**src/design/mrmf_pkg.sv**
```systemverilog
`timescale 1ns / 1ps
package mrmf_pkg;
    localparam int MAX_RINGS  = 8;
    localparam int RING_BYTES = 4096;
    localparam int RW   = $clog2(MAX_RINGS);
    localparam int OW   = $clog2(RING_BYTES);
    localparam int AW   = RW + OW;
    localparam int SZW  = OW + 1;

    localparam logic [2:0] OP_SEND_BEGIN = 3'd0;
    localparam logic [2:0] OP_SEND_BYTE  = 3'd1;
    localparam logic [2:0] OP_RECV_BEGIN = 3'd2;
    localparam logic [2:0] OP_RECV_BYTE  = 3'd3;
    localparam logic [2:0] OP_PEER_PUT   = 3'd4;
    localparam logic [2:0] OP_PEER_GET   = 3'd5;
    localparam logic [2:0] OP_POLL       = 3'd6;

    localparam logic [2:0] ST_OK      = 3'd0;
    localparam logic [2:0] ST_EMPTY   = 3'd1;
    localparam logic [2:0] ST_LONG    = 3'd2;
    localparam logic [2:0] ST_ROOM    = 3'd3;
    localparam logic [2:0] ST_OVERRUN = 3'd4;
    localparam logic [2:0] ST_BADRING = 3'd5;
    localparam logic [2:0] ST_NOXFER  = 3'd6;

    localparam logic [1:0] REG_TX_SIZE   = 2'd0;
    localparam logic [1:0] REG_RX_SIZE   = 2'd1;
    localparam logic [1:0] REG_NUM_RINGS = 2'd2;

    typedef struct packed {
        logic [2:0]  op;
        logic [2:0]  ring;
        logic [12:0] length;
        logic [7:0]  data;
    } t_in;

    typedef struct packed {
        logic [2:0]  status;
        logic [7:0]  byte_out;
        logic [12:0] count;
        logic        last;
        logic        write_event;
        logic        read_event;
        logic        writable;
    } t_out;

    // Controller to datapath.
    typedef struct packed {
        logic eval;
        logic mem_rd;
    } t_cmd;

    // Datapath to controller.
    typedef struct packed {
        logic needs_read;
    } t_stat;
endpackage

```
**src/design/mrmf_ctrl.sv**
```systemverilog
`timescale 1ns / 1ps
module mrmf_ctrl (
    input  logic                 i_clk,
    input  logic                 i_rst_n,
    input  logic                 i_in_valid,
    output logic                 o_in_ready,
    output logic                 o_out_valid,
    input  logic                 i_out_ready,
    input  mrmf_pkg::t_stat      i_stat,
    output mrmf_pkg::t_cmd       o_cmd
);
    localparam logic [1:0] S_IDLE = 2'd0;
    localparam logic [1:0] S_READ = 2'd1;
    localparam logic [1:0] S_EVAL = 2'd2;

    logic [1:0] r_state, n_state;
    logic       r_out_valid, n_out_valid;
    logic       acc;

    // A new beat may enter when the controller is idle and the output slot is empty or draining.
    assign o_in_ready  = (r_state == S_IDLE) && (!r_out_valid || i_out_ready);
    assign o_out_valid = r_out_valid;
    assign acc = i_in_valid && o_in_ready;

    always_comb begin
        n_state     = r_state;
        n_out_valid = r_out_valid;
        o_cmd       = '0;
        if (r_out_valid && i_out_ready) begin
            n_out_valid = 1'b0;
        end
        case (r_state)
            S_IDLE: begin
                if (acc) begin
                    o_cmd.mem_rd = 1'b1;
                    n_state = i_stat.needs_read ? S_READ : S_EVAL;
                end
            end
            S_READ: begin
                n_state = S_EVAL;
            end
            S_EVAL: begin
                o_cmd.eval  = 1'b1;
                n_out_valid = 1'b1;
                n_state     = S_IDLE;
            end
            default: begin
                n_state = S_IDLE;
            end
        endcase
    end

    always_ff @(posedge i_clk) begin
        if (!i_rst_n) begin
            r_state     <= S_IDLE;
            r_out_valid <= 1'b0;
        end else begin
            r_state     <= n_state;
            r_out_valid <= n_out_valid;
        end
    end
endmodule

```
**config.mk**
```make
export PLATFORM = sky130hd
export DESIGN_NAME = mrmf_ctrl
export DESIGN_NICKNAME = d
export VERILOG_FILES = /design/src/design/mrmf_pkg.sv /design/src/design/mrmf_ctrl.sv
export SDC_FILE = /design/constraint.sdc
export NUM_CORES = 1
export LEC_CHECK = 0
export BUFFER_PORTS_ARGS = -buffer_cell sky130_fd_sc_hd__buf_2
export CORE_AREA = 5 5 42 44
export CTS_BUF_LIST = sky130_fd_sc_hd__clkbuf_8
export CTS_CLUSTER_DIAMETER = 100
export DETAILED_ROUTE_END_ITERATION = 8
export DIE_AREA = 0 0 47 49
export HOLD_SLACK_MARGIN = 0.15
export SYNTH_ARGS = -nofsm -noshare
export SYNTH_HDL_FRONTEND = slang
export SYNTH_SLANG_ARGS = --single-unit
```
**constraint.sdc**
```tcl
create_clock -name i_clk -period 1.1 [get_ports i_clk]
set_input_delay 0.11 -clock i_clk [delete_from_list [all_inputs] [get_ports i_clk]]
set_output_delay 0.11 -clock i_clk [all_outputs]
set_load 0.1 [all_outputs]
```
* Yosys cells after proc, flatten, opt, wreduce, memory -nomap -nowiden
Cells that the tools add are included.
Storage, ports and cells: bits of input ports 5, register bits after elaboration 3, word-level logic and storage cells 20, output and inout port bits 4
Operators by class: reduce and logical (&&, ||, !) cells 7, muxes and demuxes 8, eq/ne operators 3
Operators by type and width (number):
- 2-to-1 mux 1 bit | 5
- 2-to-1 mux 2 bit | 2
- one-hot mux 2 bit (2 select lines) | 1
- logical AND 1 bit | 3
- equality test 2 x 1 -> 1 bit, second input constant | 1
- equality test 2 bit, second input constant | 1
- logical NOT 2 bit | 1
- != test 2 bit, second input constant | 1
- nonzero test 2 bit | 1
- logical NOT 1 bit | 1
- logical OR 1 bit | 1

* Longest topological paths before layout
Gate-level depths: netlist of the first run.
depth in word-level cells 6, depth in mapped cells 3, mapped depth without buffers 3

* Least setup slack after synthesis of the first run
Ideal clock, no wire load.
path type flip-flop to output port, start reg r_out_valid (netlist: o_out_valid), end out o_cmd[0] (netlist bit), setup slack -1.378 ns, data required time 0.990 ns, buffers on the path 0, stages on the path, launching flop included 4, arrival 2.368 ns, cells stage by stage dfxtp_1 -> nand2b_4 -> nor3b_4 -> and2_2
RTL lines:
- start, declared | RTL line mrmf_ctrl.sv:17 | logic r_out_valid, n_out_valid;
- start signal, assigned | RTL line mrmf_ctrl.sv:59 | r_out_valid <= n_out_valid;
- end, declared | RTL line mrmf_ctrl.sv:10 | output mrmf_pkg::t_cmd o_cmd

==> flow_summary.yaml, run 1 <==
sta:
  setup_tns_ns: -0.282
  setup_violations: 2
  fin_crit_sh_pct: 114
  fmax_mhz: 799
  finalClockSkew_ns: 0.000839
  period_needed_ns: 1.25
  final_max_slew_viol_count: 0
  grt_setup_unrepaired: "yes"
  tightest_slew_ns: 0.161
  setup_ws_ns: -0.152
  slew_headroom_pct: 89.1
  holdWs_ns: 0.199
  hold_viol: 0
setup_path:
  crit_path_max_fanout: 2
  worstPathCellList: "nand2b_4, nor3b_4, and2_4, buf_12"
  critPathSlowestCell: "dfxtp_4"
  crit_type: "reg -> out"
  setup.worst_path.end_class: "primary output"
  crit_required_ns: 0.99
  max_stage_delay_ns: 0.34
  crit_arrival_ns: 1.14
  worst_setup_path_start_kind: "register"
global_routing:
  antenna_found_initial: 0
  top_usage_layer: "met4"
  grt_pass1_vias: 159
  grt_usage_pct: 4.57
  use_met2_pct: 5.43
  grtUsageMet3_pct: 3.69
  grt_pass1_wl_um: 621
  grt_max_degree: 4
  use_met1_pct: 3.51
  grt.overflow.total: 0
power_and_ir_drop:
  p_leak_nw: 0.168
  power_density_mw_per_mm2: 1740
  finalPower_uw: 622
  irDropWorstVdd_uv: 414
placed_design:
  portBuffers: 8
  dpl_cell_area_sq_um: 277
  dp.cells: 38
  routabilityCongestion: 0.756
  place_ws_ns: 0.0506
final_layout:
  num_antenna_cells: 0
  drive_gt1_share_pct: 73.3
  fin_util_pct: 25.4
  area_growth_pct: 136
  fin_area_sq_um: 357
  stdcell_count: 46
  fin_nets: 36
logic_synthesis:
  synthArstFlopShare_pct: 0
  synth-edff-count: 0
  synth.yosys.warnings: 0
  synth_cell_types: 11
  synth_top_area_share_pct: 39.7
  synth_area_sq_um: 151
  synthFlopType: "dfxtp_1"
  synthTopCellsByArea: "dfxtp_1 40%, nor3b_4 12%, nand2b_4 9.1%, and4_1 5.8%, a21boi_0 5.0%"
  yosys.area.top_type: "dfxtp_1"
  seq_area_frac_synth_pct: 39.7
  syn_avg_cell_area_sq_um: 10.8
  synthCells: 14
  yosys-top-cells-count: "3 x dfxtp_1, 2 x inv_1"
  synth-seq-cells: 3
  yosysMostFrequentCell: "dfxtp_1"
  syn_nets: 19
floorplan:
  io_pins: 9
  die_area_sq_mm: 0.00230
  die_height_um: 49
  initial_core_util_pct: 10.8
  rows: 14
  die_width_um: 47
  core_area_sq_mm: 0.00140
route:
  drt_iter0_markers: 0
  drt_wl_total_um: 416
  final_antenna_net_count: 0
  via_per_inst: 3.39
  first_pass_iters: 1
  drc: 0
  route.vias.total: 156
  post_drt_wl_per_cell_um: 9.04
cts:
  cts-root-buf: "clkbuf_8"
  cts_sinks: 3
  clk_pin_slew_worst_paths_ns: 0.03
  cts-buffers-inserted: 3
  htree_levels: 1
  clockBufferDepth: 2
  insertion_delay_ns: 0.22
  cts_tree: "done"
min_path:
  hold_path.class: "in -> reg"
status:
  violations: "setup timing"
  outcome: "finished, violations left"
flow_run:
  max-cap-violations: 0
## cells by family after synthesis
family,count (synthesis),share of synthesized area (%)
compound gates,2,9.10
buf+inv,3,9.92
simple gates,6,41.3
flops,3,39.7
## cell usage in the layout (no fill, tap or decap), drive strengths merged
cell type | Yosys | layout
buf | 1 | 12
clkbuf | 0 | 3
inv | 2 | 3
dfxtp | 3 | 3
nand2b | 2 | 2
nor3b | 2 | 2
and2 | 1 | 1
and4 | 1 | 1
a31oi | 1 | 1
a21boi | 1 | 1
dlygate4sd3 | 0 | 1
## cell type report
class                   instances  area [sq um]
flip-flops and latches          3          66.3
fillers                       157          1040
multi-input cells               8          77.6
clock buffers                   3          41.3
repair buffers                 13           140
inverters                       2          7.51
well taps                      16          20.0
clock inverters                 1          3.75
## path summary, 6_finish.rpt
check / from / end / slack [ns] / depth (start not counted)
setup reg to reg: o_out_valid / r_state[1] / 0.11 / 5
hold / removal: i_stat / r_state[0] / 0.20 / 2
setup / recovery: o_out_valid / o_cmd[0] / -0.15 / 4
hold reg to reg: r_state[1] / r_state[1] / 0.45 / 1
## power breakdown
part / switching, mW / internal [mW] / total (mW)
Sequential: 0.00642 / 0.115 / 0.122
Combinational: 0.110 / 0.0781 / 0.189
Clock: 0.0743 / 0.238 / 0.312
## timing repair
| action | in CTS | in global routing |
|---|---|---|
| pin swaps | 1 | 1 |
| setup endpoints to repair | 2 | 3 |
| hold buffers | 1 | 0 |
| resized for setup | 0 | 3 |
| endpoints found under the hold margin | 1 | 0 |
| gates cloned | 0 | 0 |
| setup buffers | 2 | 1 |
## critical path: cells and delay by family, from the launching register on
family	cells	cell delay (ns)
DFF	1	0.34
and+or+nand+nor	3	0.42
buffers and inverters	1	0.16
## flip-flops by register name, indices dropped and copies added (netlist names)
signal and cells:
o_out_valid 1, r_state 2
## metal layers
| layer | part of all wire, % | vias to the layer above | wire length (um) |
|---|---|---|---|
| met4 | 4.6 | 0 | 19 |
| met2 | 50 | 9 | 208 |
| li1 | - | 77 | - |
| met3 | 17 | 2 | 71 |
| met1 | 28 | 68 | 117 |
| met5 | 0 | - | 0 |
No activity file was read; power rests on OpenSTA's default activity.
==> inputs of run 2 (changes only) <==
--- a/config.mk
+++ b/config.mk
@@ -7,11 +7,12 @@
 export LEC_CHECK = 0
 export BUFFER_PORTS_ARGS = -buffer_cell sky130_fd_sc_hd__buf_2
 export CORE_AREA = 5 5 42 44
-export CTS_BUF_LIST = sky130_fd_sc_hd__clkbuf_8
+export CTS_BUF_LIST = sky130_fd_sc_hd__clkbuf_16
 export CTS_CLUSTER_DIAMETER = 100
 export DETAILED_ROUTE_END_ITERATION = 8
 export DIE_AREA = 0 0 47 49
 export HOLD_SLACK_MARGIN = 0.15
+export SETUP_SLACK_MARGIN = 0.02
 export SYNTH_ARGS = -nofsm -noshare
 export SYNTH_HDL_FRONTEND = slang
 export SYNTH_SLANG_ARGS = --single-unit
==> constraint.sdc (replaced) <==
create_clock -name i_clk -period 1.15 [get_ports i_clk]
set_input_delay 0.115 -clock i_clk [delete_from_list [all_inputs] [get_ports i_clk]]
set_output_delay 0.115 -clock i_clk [all_outputs]
set_load 0.1 [all_outputs]
==> flow_summary.yaml, run 2 (synthesized netlist as in run 1, its figures left out) <==
status:
  outcome: "finished, violations left"
  violations: "setup timing"
power_and_ir_drop:
  p_comb_share_pct: 21.4
  irDropWorstVdd_uv: 469
  p_leak_nw: 0.183
  power_density_mw_per_mm2: 2170
  clockPowerShare_pct: 64.9
  p_int_uw: 633
  power_frac_seq_pct: 13.7
  p_sw_uw: 211
  power.share.switching_pct: 25.0
global_routing:
  grt_max_degree: 4
  antenna_found_initial: 0
  grt_pass1_vias: 150
  grt_usage_pct: 4.57
  grt_pass1_wl_um: 614
  grt.overflow.total: 0
sta:
  period_needed_ns: 1.26
  finalClockSkew_ns: 0.000465
  fmax_mhz: 793
  tightest_slew_ns: 0.149
  setup_ws_ns: -0.112
  final_max_slew_viol_count: 0
  grt_setup_unrepaired: "yes"
  slew_headroom_pct: 90.0
  setup_tns_ns: -0.201
  setup_violations: 2
  fin_crit_sh_pct: 110
  hold_viol: 0
floorplan:
  die_width_um: 47
  initial_core_util_pct: 10.8
  rows: 14
  io_pins: 9
  core_area_sq_mm: 0.00140
  die_area_sq_mm: 0.00230
  die_height_um: 49
route:
  final_antenna_net_count: 0
  first_pass_iters: 3
  drt_wl_total_um: 415
  drc: 0
  via_per_inst: 3.37
  route.vias.total: 155
  drt_iter0_markers: 2
  post_drt_wl_per_cell_um: 9.02
cts:
  cts-buffers-inserted: 3
  clk_pin_slew_worst_paths_ns: 0.03
  insertion_delay_ns: 0.22
  cts-root-buf: "clkbuf_16"
  cts_tree: "done"
  clockBufferDepth: 2
  htree_levels: 1
  cts_sinks: 3
min_path:
  hold_path.class: "in -> reg"
  hold_end: "r_state[0]"
  worst_hold_path.num_cells: 2
  hp-start: "i_stat"
final_layout:
  drive_gt1_share_pct: 70.0
  largest_reg_flops: 2
  area_growth_pct: 157
  num_antenna_cells: 0
  most-common-layout-cells: "4 x buf_2, 4 x buf_12, 4 x buf_4, 3 x clkbuf_16, 2 x inv_1"
  nFillCells: 153
  fin_nets: 36
  fin_area_sq_um: 389
  regMostFlops: "r_state"
setup_path:
  critPathSlowestCell: "dfxtp_4"
  worstPathCellList: "nand2b_4, nor3b_4, and2_4, buf_12"
  worstRegToRegCells: 5
  max_stage_delay_ns: 0.34
  crit_type: "reg -> out"
  crit_arrival_ns: 1.15
  r2r-start: "o_out_valid"
  crit_path_max_fanout: 2
  setup.worst_path.end_class: "primary output"
  ff2ff_setup_slack_ns: 0.16
  worst_setup_path_start_kind: "register"
  crit_required_ns: 1.03
  r2r-end: "r_state[1]"
placed_design:
  routabilityCongestion: 0.756
  dpl_cell_area_sq_um: 277
  portBuffers: 8
flow_run:
  max-cap-violations: 0
[run 2: cell counts in the layout (fill, tap and decap cells not counted)]
No cell type changed its count.
[run 2: critical path: cells and delay by family (launching register included)]
kind | cells | cell delay [ns]
DFF | 1 | 0.34
buffers and inverters | 1 | 0.16
and+or+nand+nor | 3 | 0.42
[run 2: how the worst max path moves through the flow]
stage          slack [ns]  endpoint  cells after the start         from
4_1_cts             -0.12  o_cmd[0]                      4  o_out_valid
5_1_grt             -0.14  o_cmd[0]                      4  o_out_valid
2_1_floorplan       -0.88  o_cmd[0]                      3  o_out_valid
3_3_place_gp         0.11  o_cmd[0]                      4  o_out_valid
3_5_place_dp          0.1  o_cmd[0]                      4  o_out_valid
6_report            -0.11  o_cmd[0]                      4  o_out_valid
[run 2: routing by layer]
| layer | vias up | GRT usage, % | share of wire, % |
|---|---|---|---|
| li1 | 78 | - | - |
| met1 | 66 | 3.95 | 32 |
| met2 | 9 | 4.98 | 44 |
| met3 | 2 | 4.80 | 19 |
| met4 | 0 | 5.53 | 5.1 |
| met5 | - | 0 | 0 |
[run 2: layout make-up]
class                           count  area, sq um  area share [%]
Timing Repair Buffer               13          140            36.0
Multi-Input combinational cell      8         77.6            19.9
Clock buffer                        3         75.1            19.3
Sequential cell                     3         65.1            16.7
Tap cell                           16         20.0            5.14
Inverter                            2         7.51            1.93
Clock inverter                      1         3.75           0.965
[run 2: timing repair]
item | CTS | global route
resized for setup | 0 | 2
hold buffers | 1 | 0
cloned | 0 | 0
buffers inserted | 2 | 1
endpoints found under the setup margin | 2 | 3
hold endpoints to repair | 1 | 0
pin swaps | 1 | 1
[run 2: power groups by stage]
stage,Sequential [mW],Clock [mW],Combinational (mW)
after global placement,0.118,0,0.171
final,0.116,0.548,0.180
after global routing,0.117,0.566,0.186
after detailed placement,0.118,0,0.171
after floorplan,0.129,0,0.0956
after CTS,0.115,0.556,0.179
[run 2: stage by stage]
stage / instances / hold slack, ns / worst slack, ns / utilization [%] / power, mW
CTS: 45 / 0.196 / -0.123 / 27.1 / 0.850
global placement: 38 / 0.391 / 0.108 / 19.7 / 0.288
detailed placement: 38 / 0.381 / 0.0956 / 19.7 / 0.289
finish: 46 / 0.196 / -0.112 / 27.8 / 0.844
global route: 46 / 0.208 / -0.145 / 27.8 / 0.869
floorplan: 14 / 0.258 / -0.884 / - / 0.225
==> inputs of run 3 (changes only) <==
--- a/config.mk
+++ b/config.mk
@@ -6,12 +6,15 @@
 export NUM_CORES = 1
 export LEC_CHECK = 0
 export BUFFER_PORTS_ARGS = -buffer_cell sky130_fd_sc_hd__buf_2
+export CELL_PAD_IN_SITES_DETAIL_PLACEMENT = 2
+export CELL_PAD_IN_SITES_GLOBAL_PLACEMENT = 2
 export CORE_AREA = 5 5 42 44
 export CTS_BUF_LIST = sky130_fd_sc_hd__clkbuf_16
 export CTS_CLUSTER_DIAMETER = 100
 export DETAILED_ROUTE_END_ITERATION = 8
 export DIE_AREA = 0 0 47 49
 export HOLD_SLACK_MARGIN = 0.15
+export PLACE_DENSITY_LB_ADDON = 0.1
 export SETUP_SLACK_MARGIN = 0.02
 export SYNTH_ARGS = -nofsm -noshare
 export SYNTH_HDL_FRONTEND = slang
==> flow_summary.yaml, run 3 (synthesized netlist as in run 1, its figures left out) <==
cts:
  insertion_delay_ns: 0.23
  cts-root-buf: "clkbuf_16"
  clockBufferDepth: 2
  cts_sinks: 3
  htree_levels: 1
  clk_pin_slew_worst_paths_ns: 0.03
  cts_tree: "done"
  cts-buffers-inserted: 3
power_and_ir_drop:
  power_density_mw_per_mm2: 2220
  irDropWorstVdd_uv: 691
  p_leak_nw: 0.179
global_routing:
  grt.overflow.total: 0
  grt_pass1_wl_um: 772
  grt_max_degree: 4
  antenna_found_initial: 0
  grt_usage_pct: 5.55
  grt_pass1_vias: 194
sta:
  fmax_mhz: 787
  setup_violations: 2
  fin_crit_sh_pct: 110
  setup_ws_ns: -0.120
  finalClockSkew_ns: 0.00341
  holdWs_ns: 0.162
  grt_setup_unrepaired: "yes"
  slew_headroom_pct: 89.8
  hold_viol: 0
  final_max_slew_viol_count: 0
  period_needed_ns: 1.27
  tightest_slew_ns: 0.153
floorplan:
  die_width_um: 47
  rows: 14
  die_area_sq_mm: 0.00230
  core_area_sq_mm: 0.00140
  io_pins: 9
  die_height_um: 49
  initial_core_util_pct: 10.8
final_layout:
  fin_util_pct: 27.1
  fin_area_sq_um: 379
  num_antenna_cells: 0
  regMostFlops: "r_state"
  largest_reg_flops: 2
  nFillCells: 164
  area_growth_pct: 150
  drive_gt1_share_pct: 72.4
  fin_nets: 35
  most-common-layout-cells: "4 x buf_2, 4 x buf_12, 4 x buf_4, 3 x clkbuf_16, 2 x inv_1"
route:
  drt_wl_total_um: 462
  first_pass_iters: 1
  route.vias.total: 156
  final_antenna_net_count: 0
  via_per_inst: 3.47
  drc: 0
  post_drt_wl_per_cell_um: 10.3
  drt_iter0_markers: 0
setup_path:
  r2r-start: "o_out_valid"
  max_stage_delay_ns: 0.34
  worstPathCellList: "nand2b_4, nor3b_4, and2_4, buf_12"
  crit_required_ns: 1.03
  r2r-end: "r_state[1]"
  crit_path_max_fanout: 2
  setup.worst_path.end_class: "primary output"
  worst_setup_path_start_kind: "register"
  ff2ff_setup_slack_ns: 0.17
  crit_type: "reg -> out"
  critPathSlowestCell: "dfxtp_4"
  worstRegToRegCells: 5
  crit_arrival_ns: 1.16
placed_design:
  place_ws_ns: 0.0895
  portBuffers: 8
  routabilityCongestion: 0.636
  hpwl_um: 350
  dpl_cell_area_sq_um: 277
min_path:
  worst_hold_path.num_cells: 2
  hold_end: "o_out_valid"
  hold_path.class: "in -> reg"
  hp-start: "i_rst_n"
status:
  outcome: "finished, violations left"
  violations: "setup timing"
flow_run:
  max-cap-violations: 0
==> run 3: cell types whose count changed in the layout (fill, tap and decap cells not counted) <==
cell           delta
dlygate4sd3_1     -1
==> run 3: area by class of cell <==
cell class	count	area [sq um]	area share [%]
Clock buffer	3	75.1	19.8
Clock inverter	1	3.75	0.990
Inverter	2	7.51	1.98
Multi-Input combinational cell	8	77.6	20.5
Sequential cell	3	65.1	17.2
Tap cell	16	20.0	5.28
Timing Repair Buffer	12	130	34.3
==> run 3: metal layers <==
metal  global-route usage, %  wire length, um
met1                    4.80              167
met2                    6.33              215
met3                    5.17               63
met4                    6.91               14
met5                       0                0
==> run 3: worst max-delay path by stage <==
stage / start / end / slack (ns) / depth (start not counted)
CTS: o_out_valid / o_cmd[0] / -0.14 / 4
floorplan: o_out_valid / o_cmd[0] / -0.88 / 3
detailed placement: o_out_valid / o_cmd[0] / 0.09 / 4
global route: o_out_valid / o_cmd[0] / -0.17 / 4
global placement: o_out_valid / o_cmd[0] / 0.08 / 4
finish: o_out_valid / o_cmd[0] / -0.12 / 4
==> run 3: repair_timing <==
item                       in CTS  in global routing
buffers inserted                2                  1
setup endpoints to repair       2                  3
gates resized for setup         0                  2
pin swaps                       1                  1
hold buffers                    0                  0
==> run 3: power breakdown <==
group	internal, mW	total [mW]	switching, mW
Clock	0.449	0.546	0.0973
Combinational	0.0725	0.179	0.106
Sequential	0.110	0.116	0.00628
==> run 3: metrics by stage <==
step / total power, mW / TNS [ns] / instances
6_report: 0.840 / -0.212 / 45
5_1_grt: 0.875 / -0.307 / 45
4_1_cts: 0.847 / -0.254 / 44
3_5_place_dp: 0.291 / 0 / 38
2_1_floorplan: 0.225 / -1.90 / 14
3_3_place_gp: 0.291 / 0 / 38
==> run 3: critical path, delay by kind of cell (launching register included) <==
kind | cells | cell delay, ns
buffers and inverters | 1 | 0.16
flip-flops | 1 | 0.34
AND/OR/NAND/NOR | 3 | 0.42
